## config.mk

```make
export PLATFORM = sky130hd
export DESIGN_NAME = der_tlv_stream_parser_core
export DESIGN_NICKNAME = d
export VERILOG_FILES = /design/src/design/dtp_pkg.sv /design/src/design/dtp_ctrl.sv /design/src/design/dtp_dpath.sv /design/src/design/der_tlv_stream_parser_core.sv
export SDC_FILE = /design/constraint.sdc
export NUM_CORES = 2
export LEC_CHECK = 0
export ABC_AREA = 1
export BUFFER_PORTS_ARGS = -buffer_cell sky130_fd_sc_hd__buf_2
export CAP_MARGIN = 20
export CELL_PAD_IN_SITES_DETAIL_PLACEMENT = 1
export CELL_PAD_IN_SITES_GLOBAL_PLACEMENT = 1
export CORE_ASPECT_RATIO = 1.5
export CORE_UTILIZATION = 55
export DETAILED_ROUTE_END_ITERATION = 12
export GPL_TIMING_DRIVEN = 1
export PLACE_DENSITY_LB_ADDON = 0.1
export SKIP_LAST_GASP = 1
export SYNTH_ARGS = -nofsm -noshare
export SYNTH_HDL_FRONTEND = slang
export SYNTH_HIERARCHICAL = 1
export SYNTH_SLANG_ARGS = --single-unit
export TNS_END_PERCENT = 5
```

## constraint.sdc

```tcl
create_clock -name aclk -period 13.65 [get_ports aclk]
set_input_delay 1.365 -clock aclk [delete_from_list [all_inputs] [get_ports aclk]]
set_output_delay 1.365 -clock aclk [all_outputs]
set_load 0.05 [all_outputs]
```

## src/design/dtp_pkg.sv

```systemverilog
`timescale 1ns / 1ps
`default_nettype none
package dtp_pkg;

    localparam int MAX_DEPTH_DEF     = 16;
    localparam int LEN_BYTES_MAX_DEF = 4;

    // event kinds
    localparam logic [2:0] KIND_PRIM  = 3'd0;
    localparam logic [2:0] KIND_CONS  = 3'd1;
    localparam logic [2:0] KIND_VALUE = 3'd2;
    localparam logic [2:0] KIND_CLOSE = 3'd3;
    localparam logic [2:0] KIND_DONE  = 3'd4;
    localparam logic [2:0] KIND_ERROR = 3'd5;

    // error codes
    localparam logic [2:0] ERR_NONE      = 3'd0;
    localparam logic [2:0] ERR_LEN_BYTES = 3'd1;
    localparam logic [2:0] ERR_PAST_END  = 3'd2;
    localparam logic [2:0] ERR_TOO_DEEP  = 3'd3;
    localparam logic [2:0] ERR_OVERRUN   = 3'd4;

    // length source for the header end computation
    localparam logic [1:0] LEN_SHORT = 2'd0;
    localparam logic [1:0] LEN_ZERO  = 2'd1;
    localparam logic [1:0] LEN_ACC   = 2'd2;

    typedef struct packed {
        logic       load;
        logic       restart;
        logic       ld_tag;
        logic       ld_cnt;
        logic       shift_len;
        logic       calc_end;
        logic [1:0] len_sel;
        logic       push;
        logic       pop;
        logic       set_vend;
        logic       inc_pos;
        logic       emit;
        logic [2:0] emit_kind;
        logic [2:0] emit_err;
        logic       flush;
    } dtp_cmd_t;

    typedef struct packed {
        logic first;
        logic byte_msb;
        logic cnt_zero;
        logic cnt_big;
        logic cnt_past;
        logic tag_past;
        logic left_one;
        logic e_past;
        logic too_deep;
        logic over_parent;
        logic constructed;
        logic len_zero;
        logic value_hit;
        logic depth_zero;
        logic top_le_q;
        logic emit_ok;
        logic flush_ok;
        logic pend_valid;
    } dtp_status_t;

endpackage
`default_nettype wire

```

## src/design/dtp_ctrl.sv

```systemverilog
`timescale 1ns / 1ps
`default_nettype none
module dtp_ctrl
    import dtp_pkg::*;
(
    input  wire logic        aclk,
    input  wire logic        aresetn,
    input  wire logic        s_tvalid,
    output logic             s_tready,
    input  dtp_status_t      st,
    output dtp_cmd_t         cmd
);

    typedef enum logic [2:0] {
        M_IDLE, M_TAG, M_LEN, M_LENX, M_VALUE, M_DONE, M_ERROR
    } mode_t;

    typedef enum logic [3:0] {
        ST_WAIT, ST_DISPATCH, ST_RUN, ST_TAGCHK, ST_LENCALC, ST_HDR,
        ST_ERR, ST_CLOSE_RD, ST_CLOSE, ST_FIN
    } state_t;

    state_t     state_reg, state_next;
    mode_t      mode_reg, mode_next;
    logic [2:0] err_reg, err_next;

    always_comb begin
        state_next = state_reg;
        mode_next  = mode_reg;
        err_next   = err_reg;
        cmd        = '0;
        s_tready   = (state_reg == ST_WAIT);
        case (state_reg)
            ST_WAIT: begin
                if (s_tvalid) begin
                    cmd.load   = 1'b1;
                    state_next = ST_DISPATCH;
                end
            end
            ST_DISPATCH: begin
                if (st.first) begin
                    cmd.restart = 1'b1;
                    mode_next   = M_TAG;
                end
                state_next = ST_RUN;
            end
            ST_RUN: begin
                case (mode_reg)
                    M_TAG: begin
                        cmd.ld_tag = 1'b1;
                        state_next = ST_TAGCHK;
                    end
                    M_LEN: begin
                        if (!st.byte_msb) begin
                            cmd.calc_end = 1'b1;
                            cmd.len_sel  = LEN_SHORT;
                            state_next   = ST_HDR;
                        end else if (st.cnt_big) begin
                            err_next   = ERR_LEN_BYTES;
                            state_next = ST_ERR;
                        end else if (st.cnt_zero) begin
                            cmd.calc_end = 1'b1;
                            cmd.len_sel  = LEN_ZERO;
                            state_next   = ST_HDR;
                        end else if (st.cnt_past) begin
                            err_next   = ERR_PAST_END;
                            state_next = ST_ERR;
                        end else begin
                            cmd.ld_cnt = 1'b1;
                            mode_next  = M_LENX;
                            state_next = ST_FIN;
                        end
                    end
                    M_LENX: begin
                        cmd.shift_len = 1'b1;
                        state_next    = st.left_one ? ST_LENCALC : ST_FIN;
                    end
                    M_VALUE: begin
                        if (st.emit_ok) begin
                            cmd.emit      = 1'b1;
                            cmd.emit_kind = KIND_VALUE;
                            state_next    = st.value_hit ? ST_CLOSE : ST_FIN;
                        end
                    end
                    default: begin
                        state_next = ST_WAIT;
                    end
                endcase
            end
            ST_TAGCHK: begin
                if (st.tag_past) begin
                    err_next   = ERR_PAST_END;
                    state_next = ST_ERR;
                end else begin
                    mode_next  = M_LEN;
                    state_next = ST_FIN;
                end
            end
            ST_LENCALC: begin
                cmd.calc_end = 1'b1;
                cmd.len_sel  = LEN_ACC;
                state_next   = ST_HDR;
            end
            ST_HDR: begin
                if (st.e_past) begin
                    err_next   = ERR_PAST_END;
                    state_next = ST_ERR;
                end else if (st.too_deep) begin
                    err_next   = ERR_TOO_DEEP;
                    state_next = ST_ERR;
                end else if (st.over_parent) begin
                    err_next   = ERR_OVERRUN;
                    state_next = ST_ERR;
                end else if (st.emit_ok) begin
                    cmd.emit      = 1'b1;
                    cmd.emit_kind = st.constructed ? KIND_CONS : KIND_PRIM;
                    cmd.push      = st.constructed;
                    if (st.len_zero) begin
                        state_next = ST_CLOSE_RD;
                    end else if (st.constructed) begin
                        mode_next  = M_TAG;
                        state_next = ST_FIN;
                    end else begin
                        cmd.set_vend = 1'b1;
                        mode_next    = M_VALUE;
                        state_next   = ST_FIN;
                    end
                end
            end
            ST_ERR: begin
                if (st.emit_ok) begin
                    cmd.emit      = 1'b1;
                    cmd.emit_kind = KIND_ERROR;
                    cmd.emit_err  = err_reg;
                    mode_next     = M_ERROR;
                    state_next    = ST_FIN;
                end
            end
            ST_CLOSE_RD: begin
                state_next = ST_CLOSE;
            end
            ST_CLOSE: begin
                if (!st.depth_zero && st.top_le_q) begin
                    if (st.emit_ok) begin
                        cmd.emit      = 1'b1;
                        cmd.emit_kind = KIND_CLOSE;
                        cmd.pop       = 1'b1;
                        state_next    = ST_CLOSE_RD;
                    end
                end else if (st.depth_zero) begin
                    if (st.emit_ok) begin
                        cmd.emit      = 1'b1;
                        cmd.emit_kind = KIND_DONE;
                        mode_next     = M_DONE;
                        state_next    = ST_FIN;
                    end
                end else begin
                    mode_next  = M_TAG;
                    state_next = ST_FIN;
                end
            end
            ST_FIN: begin
                if (!st.pend_valid || st.flush_ok) begin
                    cmd.flush   = st.pend_valid;
                    cmd.inc_pos = 1'b1;
                    state_next  = ST_WAIT;
                end
            end
            default: begin
                state_next = ST_WAIT;
            end
        endcase
    end

    always_ff @(posedge aclk) begin
        if (!aresetn) begin
            state_reg <= ST_WAIT;
            mode_reg  <= M_IDLE;
            err_reg   <= ERR_NONE;
        end else begin
            state_reg <= state_next;
            mode_reg  <= mode_next;
            err_reg   <= err_next;
        end
    end

endmodule
`default_nettype wire

```

## src/design/dtp_dpath.sv

```systemverilog
`timescale 1ns / 1ps
`default_nettype none
module dtp_dpath
    import dtp_pkg::*;
#(
    parameter int MAX_DEPTH     = MAX_DEPTH_DEF,
    parameter int LEN_BYTES_MAX = LEN_BYTES_MAX_DEF
) (
    input  wire logic        aclk,
    input  wire logic        aresetn,
    input  wire logic [39:0] s_tdata,
    input  wire logic        s_tuser,
    output logic             m_tvalid,
    input  wire logic        m_tready,
    output logic [55:0]      m_tdata,
    output logic [2:0]       m_tuser,
    output logic             m_tlast,
    input  dtp_cmd_t         cmd,
    output dtp_status_t      st
);

    localparam int DEPW = $clog2(MAX_DEPTH + 1);
    localparam int AW   = (MAX_DEPTH > 1) ? $clog2(MAX_DEPTH) : 1;
    localparam int LW   = $clog2(LEN_BYTES_MAX + 1);

    logic [7:0]      byte_reg;
    logic            first_reg;
    logic [31:0]     blen_reg;
    logic [7:0]      tag_reg;
    logic [31:0]     acc_reg;
    logic            ovf_reg;
    logic [LW-1:0]   left_reg;
    logic [31:0]     pos_reg;
    logic [31:0]     bend_reg;
    logic [31:0]     vend_reg;
    logic [DEPW-1:0] depth_reg;
    logic [31:0]     len_reg;
    logic            big_reg;
    logic [33:0]     e_reg;
    logic [31:0]     top_end_reg;
    logic [7:0]      top_tag_reg;

    logic [31:0] end_mem [MAX_DEPTH];
    logic [7:0]  tag_mem [MAX_DEPTH];

    // pending event and output register
    logic        pend_valid_reg;
    logic [2:0]  pend_kind_reg;
    logic [52:0] pend_data_reg;
    logic [2:0]  pend_err_reg;
    logic        out_valid_reg;
    logic [2:0]  out_kind_reg;
    logic [55:0] out_data_reg;
    logic        out_last_reg;

    logic [32:0]     pos_inc;
    logic [6:0]      cnt;
    logic [31:0]     len_sel_val;
    logic            big_sel;
    logic [AW-1:0]   rd_addr;
    logic [DEPW-1:0] depth_dec;
    logic [7:0]      ev_tag;
    logic [31:0]     ev_len;
    logic [4:0]      ev_depth;
    logic [7:0]      ev_vb;

    assign pos_inc   = {1'b0, pos_reg} + 33'd1;
    assign cnt       = byte_reg[6:0];
    assign rd_addr   = AW'(depth_reg - DEPW'(1));
    assign depth_dec = depth_reg - DEPW'(1);

    always_comb begin
        case (cmd.len_sel)
            LEN_SHORT: begin
                len_sel_val = {25'd0, byte_reg[6:0]};
                big_sel     = 1'b0;
            end
            LEN_ACC: begin
                len_sel_val = acc_reg;
                big_sel     = ovf_reg;
            end
            default: begin
                len_sel_val = 32'd0;
                big_sel     = 1'b0;
            end
        endcase
    end

    // status toward the controller
    always_comb begin
        st.first       = first_reg;
        st.byte_msb    = byte_reg[7];
        st.cnt_zero    = (cnt == 7'd0);
        st.cnt_big     = ({25'd0, cnt} > 32'(LEN_BYTES_MAX));
        st.cnt_past    = (pos_inc + {26'd0, cnt}) > {1'b0, bend_reg};
        st.tag_past    = pos_inc >= {1'b0, bend_reg};
        st.left_one    = (left_reg == LW'(1));
        st.e_past      = big_reg || (e_reg > {2'b0, bend_reg});
        st.too_deep    = (32'(depth_reg) >= 32'(MAX_DEPTH));
        st.over_parent = (depth_reg != '0) && (e_reg > {2'b0, top_end_reg});
        st.constructed = tag_reg[5];
        st.len_zero    = (len_reg == 32'd0);
        st.value_hit   = pos_inc >= {1'b0, vend_reg};
        st.depth_zero  = (depth_reg == '0);
        st.top_le_q    = {1'b0, top_end_reg} <= pos_inc;
        st.flush_ok    = !out_valid_reg || m_tready;
        st.emit_ok     = !pend_valid_reg || !out_valid_reg || m_tready;
        st.pend_valid  = pend_valid_reg;
    end

    // fields of the event being raised
    always_comb begin
        ev_tag   = tag_reg;
        ev_len   = 32'd0;
        ev_depth = 5'(depth_reg);
        ev_vb    = 8'd0;
        case (cmd.emit_kind)
            KIND_PRIM, KIND_CONS: begin
                ev_len = len_reg;
            end
            KIND_VALUE: begin
                ev_vb = byte_reg;
            end
            KIND_CLOSE: begin
                ev_tag   = top_tag_reg;
                ev_depth = 5'(depth_dec);
            end
            KIND_DONE: begin
                ev_tag   = 8'd0;
                ev_depth = 5'd0;
            end
            default: begin
                ev_tag = tag_reg;
            end
        endcase
    end

    always_ff @(posedge aclk) begin
        if (cmd.load) begin
            byte_reg  <= s_tdata[7:0];
            first_reg <= s_tuser;
            blen_reg  <= s_tdata[39:8];
        end
        if (cmd.ld_tag) begin
            tag_reg <= byte_reg;
        end
        if (cmd.ld_cnt) begin
            acc_reg  <= 32'd0;
            ovf_reg  <= 1'b0;
            left_reg <= LW'(cnt);
        end
        if (cmd.shift_len) begin
            acc_reg  <= {acc_reg[23:0], byte_reg};
            ovf_reg  <= ovf_reg || (acc_reg[31:24] != 8'd0);
            left_reg <= left_reg - LW'(1);
        end
        if (cmd.calc_end) begin
            len_reg <= len_sel_val;
            big_reg <= big_sel;
            e_reg   <= {1'b0, pos_inc} + {2'b0, len_sel_val};
        end
        if (cmd.set_vend) begin
            vend_reg <= e_reg[31:0];
        end
        if (cmd.push) begin
            end_mem[AW'(depth_reg)] <= e_reg[31:0];
            tag_mem[AW'(depth_reg)] <= tag_reg;
        end
        top_end_reg <= end_mem[rd_addr];
        top_tag_reg <= tag_mem[rd_addr];
        if (cmd.emit) begin
            pend_kind_reg <= cmd.emit_kind;
            pend_data_reg <= {ev_vb, ev_depth, ev_len, ev_tag};
            pend_err_reg  <= cmd.emit_err;
        end
        // only a real pending event moves into the output register
        if ((cmd.emit && pend_valid_reg) || cmd.flush) begin
            out_kind_reg <= pend_kind_reg;
            out_data_reg <= {pend_err_reg, pend_data_reg};
            out_last_reg <= cmd.flush;
        end
    end

    // control state
    always_ff @(posedge aclk) begin
        if (!aresetn) begin
            pos_reg        <= 32'd0;
            bend_reg       <= 32'd0;
            depth_reg      <= '0;
            pend_valid_reg <= 1'b0;
            out_valid_reg  <= 1'b0;
        end else begin
            if (cmd.restart) begin
                bend_reg  <= blen_reg;
                pos_reg   <= 32'd0;
                depth_reg <= '0;
            end else begin
                if (cmd.inc_pos) begin
                    pos_reg <= pos_inc[31:0];
                end
                if (cmd.push) begin
                    depth_reg <= depth_reg + DEPW'(1);
                end else if (cmd.pop) begin
                    depth_reg <= depth_dec;
                end
            end
            if (cmd.emit) begin
                pend_valid_reg <= 1'b1;
            end else if (cmd.flush) begin
                pend_valid_reg <= 1'b0;
            end
            if ((cmd.emit && pend_valid_reg) || cmd.flush) begin
                out_valid_reg <= 1'b1;
            end else if (m_tready) begin
                out_valid_reg <= 1'b0;
            end
        end
    end

    assign m_tvalid = out_valid_reg;
    assign m_tdata  = out_data_reg;
    assign m_tuser  = out_kind_reg;
    assign m_tlast  = out_last_reg;

endmodule
`default_nettype wire

```

## src/design/der_tlv_stream_parser_core.sv

```systemverilog
`timescale 1ns / 1ps
`default_nettype none
// channel  dir  handshake            payload
// s_       in   s_tvalid/s_tready    tdata: data_byte, buffer_length; tuser: first_byte
// m_       out  m_tvalid/m_tready    tdata: tag .. error_code; tuser: event_kind; tlast
//
// each input byte is taken in ST_WAIT and passes ST_DISPATCH and ST_RUN; a byte that
// is not ignored then steps on to ST_FIN, each cascaded close passing ST_CLOSE_RD and ST_CLOSE
// events pass a pending stage and an output register; the last event of a
// byte leaves once the byte's work is finished, marked by m_tlast
// aresetn is synchronous and active low; it returns the parser to idle
// a stalled m_ side holds the parser in place; no event is lost
module der_tlv_stream_parser_core
    import dtp_pkg::*;
#(
    parameter int MAX_DEPTH     = MAX_DEPTH_DEF,
    parameter int LEN_BYTES_MAX = LEN_BYTES_MAX_DEF
) (
    input  wire logic        aclk,
    input  wire logic        aresetn,
    input  wire logic        s_tvalid,
    output logic             s_tready,
    input  wire logic [39:0] s_tdata,   // data_byte[7:0], buffer_length[39:8]
    input  wire logic        s_tuser,   // first_byte[0]
    output logic             m_tvalid,
    input  wire logic        m_tready,
    output logic [55:0]      m_tdata,   // tag[7:0], elem_length[39:8], nest_depth[44:40],
                                        // value_byte[52:45], error_code[55:53]
    output logic [2:0]       m_tuser,   // event_kind[2:0]
    output logic             m_tlast    // last
);

    dtp_cmd_t    cmd;
    dtp_status_t st;

    // sequencer: parse mode and per-byte steps
    dtp_ctrl u_ctrl (
        .aclk     (aclk),
        .aresetn  (aresetn),
        .s_tvalid (s_tvalid),
        .s_tready (s_tready),
        .st       (st),
        .cmd      (cmd)
    );

    // offsets, length assembly, element stack and event registers
    dtp_dpath #(
        .MAX_DEPTH     (MAX_DEPTH),
        .LEN_BYTES_MAX (LEN_BYTES_MAX)
    ) u_dpath (
        .aclk     (aclk),
        .aresetn  (aresetn),
        .s_tdata  (s_tdata),
        .s_tuser  (s_tuser),
        .m_tvalid (m_tvalid),
        .m_tready (m_tready),
        .m_tdata  (m_tdata),
        .m_tuser  (m_tuser),
        .m_tlast  (m_tlast),
        .cmd      (cmd),
        .st       (st)
    );

endmodule
`default_nettype wire

```

Word level (Yosys, flattened, before mapping) --
Memory sizes are Yosys's and may differ from the RTL's. A register that Yosys moved wholly into a read port is not among the register bits. Index checks and enable logic that the tools add are counted.
Storage, ports and cells: bits in registers 384, bits in writable memories 640, output and inout bits 62, logic and storage cells 235, memories kept 2
Operators by class: $add $sub $neg 6, magnitude comparators 8, equality and inequality tests 43, muxes and demuxes 115, bitwise operators 1, reductions and logical operators 33
Memory list:
- u_dpath.end_mem | depth 16, width 32, rd ports 1, clocked after Yosys merged registers in 1, wr ports 1, RTL line dtp_dpath.sv:43 | logic [31:0] end_mem [MAX_DEPTH];
- u_dpath.tag_mem | depth 16, width 8, rd ports 1, clocked after Yosys merged registers in 1, wr ports 1, RTL line dtp_dpath.sv:44 | logic [7:0] tag_mem [MAX_DEPTH];
Operators by type and width (count):
- 4-bit 2-to-1 mux | 28
- 3-bit 2-to-1 mux | 33
- 34-bit by 32-bit > comparator with 1-bit output | 2
- 33-bit by 32-bit greater-or-equal comparator with 1-bit output | 2
- 32-bit 2-to-1 mux | 2
- 32-bit one-hot mux with 2 select lines | 1
- 1-bit 2-to-1 mux | 40
- 4-bit one-hot mux with 10 select lines | 1
- 33-bit by 32-bit adder with 34-bit output | 1
- 32-bit by 1-bit adder with 33-bit output (second input constant) | 1
- 33-bit by 7-bit adder with 33-bit output | 1
- 33-bit by 32-bit > comparator with 1-bit output | 1
- 32-bit by 33-bit <= comparator with 1-bit output | 1
- 32-bit logical NOT | 1
- 4-bit one-hot mux with 4 select lines | 2
- 2-bit != test (second input constant) | 14
- 3-bit one-hot mux with 6 select lines | 1
- 4-bit by 3-bit equality test with 1-bit output (second input constant) | 4
- 8-bit one-hot mux with 2 select lines | 1
- 16-bit AND reduction | 1
- 3-bit != test (second input constant) | 5
- 3-bit by 2-bit equality test with 1-bit output (second input constant) | 4
- 5-bit 2-to-1 mux | 2
- 5-bit one-hot mux with 2 select lines | 1
- 35 further kinds | 56

Longest topological paths before layout --
depth in word-level cells 11, gate-level depth with buffers 40

Cells and area by module --
Netlist, hierarchy kept.
Modules (own cells, without submodules):
- dtp_dpath | instances 1, cells each 4021, area an instance 47389.2 um2
- dtp_ctrl | instances 1, cells each 216, area an instance 1196.1 um2

Least setup slack after synthesis --
No wires, ideal clock.
kind input port to flip-flop, start input m_tready, end register u_dpath.out_data_reg[0], in the netlist u_dpath/m_tdata[0], enable pin, library setup time 0.414 ns, data arrival time 6.486 ns, slack 6.750 ns, stages on the path 7, buffers on the path 1, cell sequence inv_1 > nand3_1 > buf_2 > inv_1 > o2111ai_1 > a21oi_1 > inv_1
RTL lines:
- start: declaration | RTL line der_tlv_stream_parser_core.sv:26 | input wire logic m_tready,
- end signal: assignment | RTL line dtp_dpath.sv:179 | out_data_reg <= {pend_err_reg, pend_data_reg};
- end: declaration | RTL line dtp_dpath.sv:53 | logic [55:0] out_data_reg;

==> impl_metrics.csv <==
group,metric,value,unit
status,outcome,"complete, no violations",
clock_tree,clk-insertion-delay-late,0.71,ns
setup_path,cp_slowest_cell,"buf_4",
synth,synth_compound_area_share,9.88,%
drt,met2_wirelength,80200,µm
sta,finalHoldViolations,0,
global_routing,grt_pass1_vias,36041,
global_routing,grt_max_degree,185,
global_routing,grt_pass1_wl,221000,µm
synth,yosysSeqAreaShare,63.3,%
die,die_w,245,µm
global_routing,antenna_found_initial,4,
hold_path,min_from,"u_dpath/pend_data_reg[50]",
sta,finalWorstSetupSlack,7.56,ns
placed_design,dp_hpwl,99000,µm
placed_design,gp_congestion,0.941,
setup_path,max_stage_delay,0.65,ns
clock_tree,cts_tree,"yes",
drt,firstDrtPassIters,5,
synth,synth-edff-count,943,
synth,synthesis.area,48600,µm²
clock_tree,ctsResizeCount,0,
die,dieArea,89600,µm²
cells_and_area,layout.area.seq,30700,µm²
placed_design,numPortBuffers,106,
synth,synthMuxAreaShare,1.98,%
power_and_ir_drop,leakage,20.3,nW
setup_path,endpoint,"u_dpath/m_tdata[1]",
synth,ys.flop_type,"edfxtp_1",
sta,rsz0062_at_grt,"false",
clock_tree,clkSinkCount,1064,
sta,timing.setup.tns,0,ns
die,die_y,366,µm
die,initial_core_util,55.5,%
hold_path,whs_path_depth,0,
sta,fin_crit_sh,44.6,%
drt,wl_met1,53900,µm
sta,slew_viol_final,0,
drt,dr_wl_met3,7390,µm
setup_path,critPathLaunchType,"flip-flop",
setup_path,cp.required,13.98,ns
cells_and_area,regMostFlops,"u_dpath/end_mem",
synth,synth_top_cell_area_share,58.3,%
synth,yosysTopAreaCell,"edfxtp_1",
hold_path,hold_path_class,"flip-flop to flip-flop",
die,core_area,87500,µm²
drt,ant_nets,0,
power_and_ir_drop,comb_power_share,11.1,%
sta,slew_headroom,24.0,%
synth,synth-xor-area-share,1.59,%
sta,max_freq,0.164,GHz
die,io_pins,107,
setup_path,rr_worst_depth,26,
synth,synthTopCellsByArea,"edfxtp_1, ha_1, dfxtp_1",
cells_and_area,largest_register_ff_count,512,
power_and_ir_drop,pwr-share-seq,50.9,%
job,cap_violations,0,
synth,syn_nets,4525,
drt,detail_route.wl_per_cell,27.2,µm
clock_tree,cts_buffer_depth,3,
setup_path,endpoint_kind,"flip-flop",
power_and_ir_drop,p_switching,1.88,mW
drt,drt_wl_total,151000,µm
drt,drtIter0Drc,2510,
setup_path,cp_max_fo,61,
placed_design,dp_slack,7.59,ns
global_routing,grt_overflow,0,
clock_tree,cts_root_buf,"clkbuf_16",
setup_path,crit_start,"u_dpath/pos_reg[0]",
cells_and_area,stdcell_area,53800,µm²
sta,tightest_slew,1.13,ns
setup_path,worstPathArrival,6.42,ns
synth,synth_cells,4237,
global_routing,grt_usage,33.8,%
cells_and_area,fin_util,61.5,%
cells_and_area,nets,4614,
setup_path,path_class,"flip-flop to flip-flop",
synth,yosys.area_share.simple,12.4,%
cells_and_area,area_growth,10.7,%
drt,via_per_inst,6.12,
setup_path,reg2reg_from,"u_dpath/pos_reg[0]",
sta,final.min_clock_period,6.09,ns
drt,top_layer,"met5",
sta,setup_viol,0,
drt,drc,0,
setup_path,r2r-end,"u_dpath/m_tdata[1]",
setup_path,ff2ff_setup_slack,7.56,ns
drt,route.vias.total,33988,
clock_tree,ctsHoldBuffers,0,
power_and_ir_drop,p_sw_share,25.5,%
die,num_rows,133,
synth,yosysWarningCount,6,
synth,synth_cell_type_count,62,
synth,synth_fa_ha_area_share,6.29,%
cells_and_area,nFillCells,9058,
power_and_ir_drop,peakVddDrop,204,µV
placed_design,placed_cell_area,50500,µm²
synth,syn_avg_cell_area,11.5,µm²
cells_and_area,drive_above_1_share,9.96,%
clock_tree,numCtsBuffers,93,
synth,async_flop_share,0,%
clock_tree,postCtsSetupBuffers,0,
synth,synth_seq_cells,1064,
sta,fin_worst_skew,0.0247,ns
synth,synth_top_family_by_area,"simple AND/OR/NAND/NOR gates",
power_and_ir_drop,cellPowerDensity,137,nW/µm²
cells_and_area,multi_input_area,15800,µm²
power_and_ir_drop,internal_power,5.49,mW
clock_tree,path_clk_slew,0.07,ns
clock_tree,cts-htree-levels,3,
power_and_ir_drop,clkPwrFrac,38.1,%
cell usage in the layout, fill, tap and decap left out, types with 9 or more instances in the layout:
cell type	instances
a21o_1	10
a21oi_1	211
buf_2	107
buf_4	45
bufinv_16	12
clkbuf_1	27
clkbuf_16	95
clkbuf_8	13
clkinv_1	13
clkinv_2	10
dfxtp_1	120
edfxtp_1	943
ha_1	240
inv_1	399
inv_2	14
mux2i_1	96
nand2_1	433
nand2_2	22
nand2_4	9
nand3_1	108
nand4_1	57
nor2_1	550
nor2_2	17
nor2_4	32
nor3_1	51
nor4_1	23
o211ai_1	10
o21ai_0	391
o221ai_1	59
o22ai_1	67
o32ai_1	40
xnor2_1	11
xor2_1	55
power groups by stage:
| stage | sequential, mW | combinational [mW] | clock, mW |
|---|---|---|---|
| 3_3_place_gp | 3.81 | 0.771 | 0 |
| 4_1_cts | 3.75 | 0.803 | 2.84 |
| 6_report | 3.75 | 0.815 | 2.81 |
| 5_1_grt | 3.76 | 0.886 | 2.93 |
| 3_5_place_dp | 3.82 | 0.795 | 0 |
| 2_1_floorplan | 3.78 | 0.522 | 0 |
cells in the mapped netlist, types with 59 or more instances:
master and number:
edfxtp_1 943, nor2_1 567, nand2_1 433, inv_1 403
o21ai_0 392, ha_1 241, a21oi_1 212, clkbuf_1 139
dfxtp_1 121, nand3_1 108, mux2i_1 96, o22ai_1 67
o221ai_1 59
metrics by stage:
stage | hold slack [ns] | total power, mW | instances
floorplan | 0.400 | 4.30 | 4237
global placement | 0.401 | 4.58 | 5376
detailed placement | 0.405 | 4.61 | 5376
CTS | 0.418 | 7.39 | 5552
global route | 0.428 | 7.58 | 5555
finish | 0.419 | 7.37 | 5555
worst min-delay path by stage:
stage | slack (ns) | end
final | 0.42 | u_dpath/m_tdata[50]
after detailed placement | 0.41 | u_dpath/m_tdata[14]
after global routing | 0.43 | u_dpath/m_tdata[32]
after global placement | 0.40 | u_dpath/m_tdata[13]
after floorplan | 0.40 | u_dpath/m_tdata[0]
after CTS | 0.42 | u_dpath/m_tdata[50]
area by class of cell:
class,count,share of cell area (%)
Clock buffer,135,4.94
Sequential cell,1064,57.2
Antenna cell,1,0.00465
Clock inverter,41,1.06
Multi-Input combinational cell,2592,29.4
Inverter,419,2.95
Tap cell,1147,2.67
Timing Repair Buffer,156,1.79
metal layers:
metal,vias to the layer above,global-route usage [%]
li1,15265,-
met1,17140,37.3
met2,1170,62.4
met3,411,3.54
met4,2,19.5
met5,-,0
worst max-delay path: cells and delay by family (launching register included):
family                     cells  cell delay, ns
AOI/OAI and AO/OA              6            0.91
xor gates and xnor gates       1            0.36
adders and majority gates      2            0.61
buffers and inverters          5            1.46
DFF                            1            0.44
and+or+nand+nor               12            1.86
logic make-up (layout without fill, tap and decap cells):
logic type | Yosys count | count (layout)
buffers and inverters | 581 | 751
flip-flops | 1064 | 1064
XOR/XNOR | 76 | 76
AND/OR/NAND/NOR | 1343 | 1343
multiplexers | 96 | 96
other | 0 | 1
adder cells (fa/ha/maj) | 243 | 243
AO/OA/AOI/OAI | 834 | 834
No activity file was read; power rests on OpenSTA's default activity.
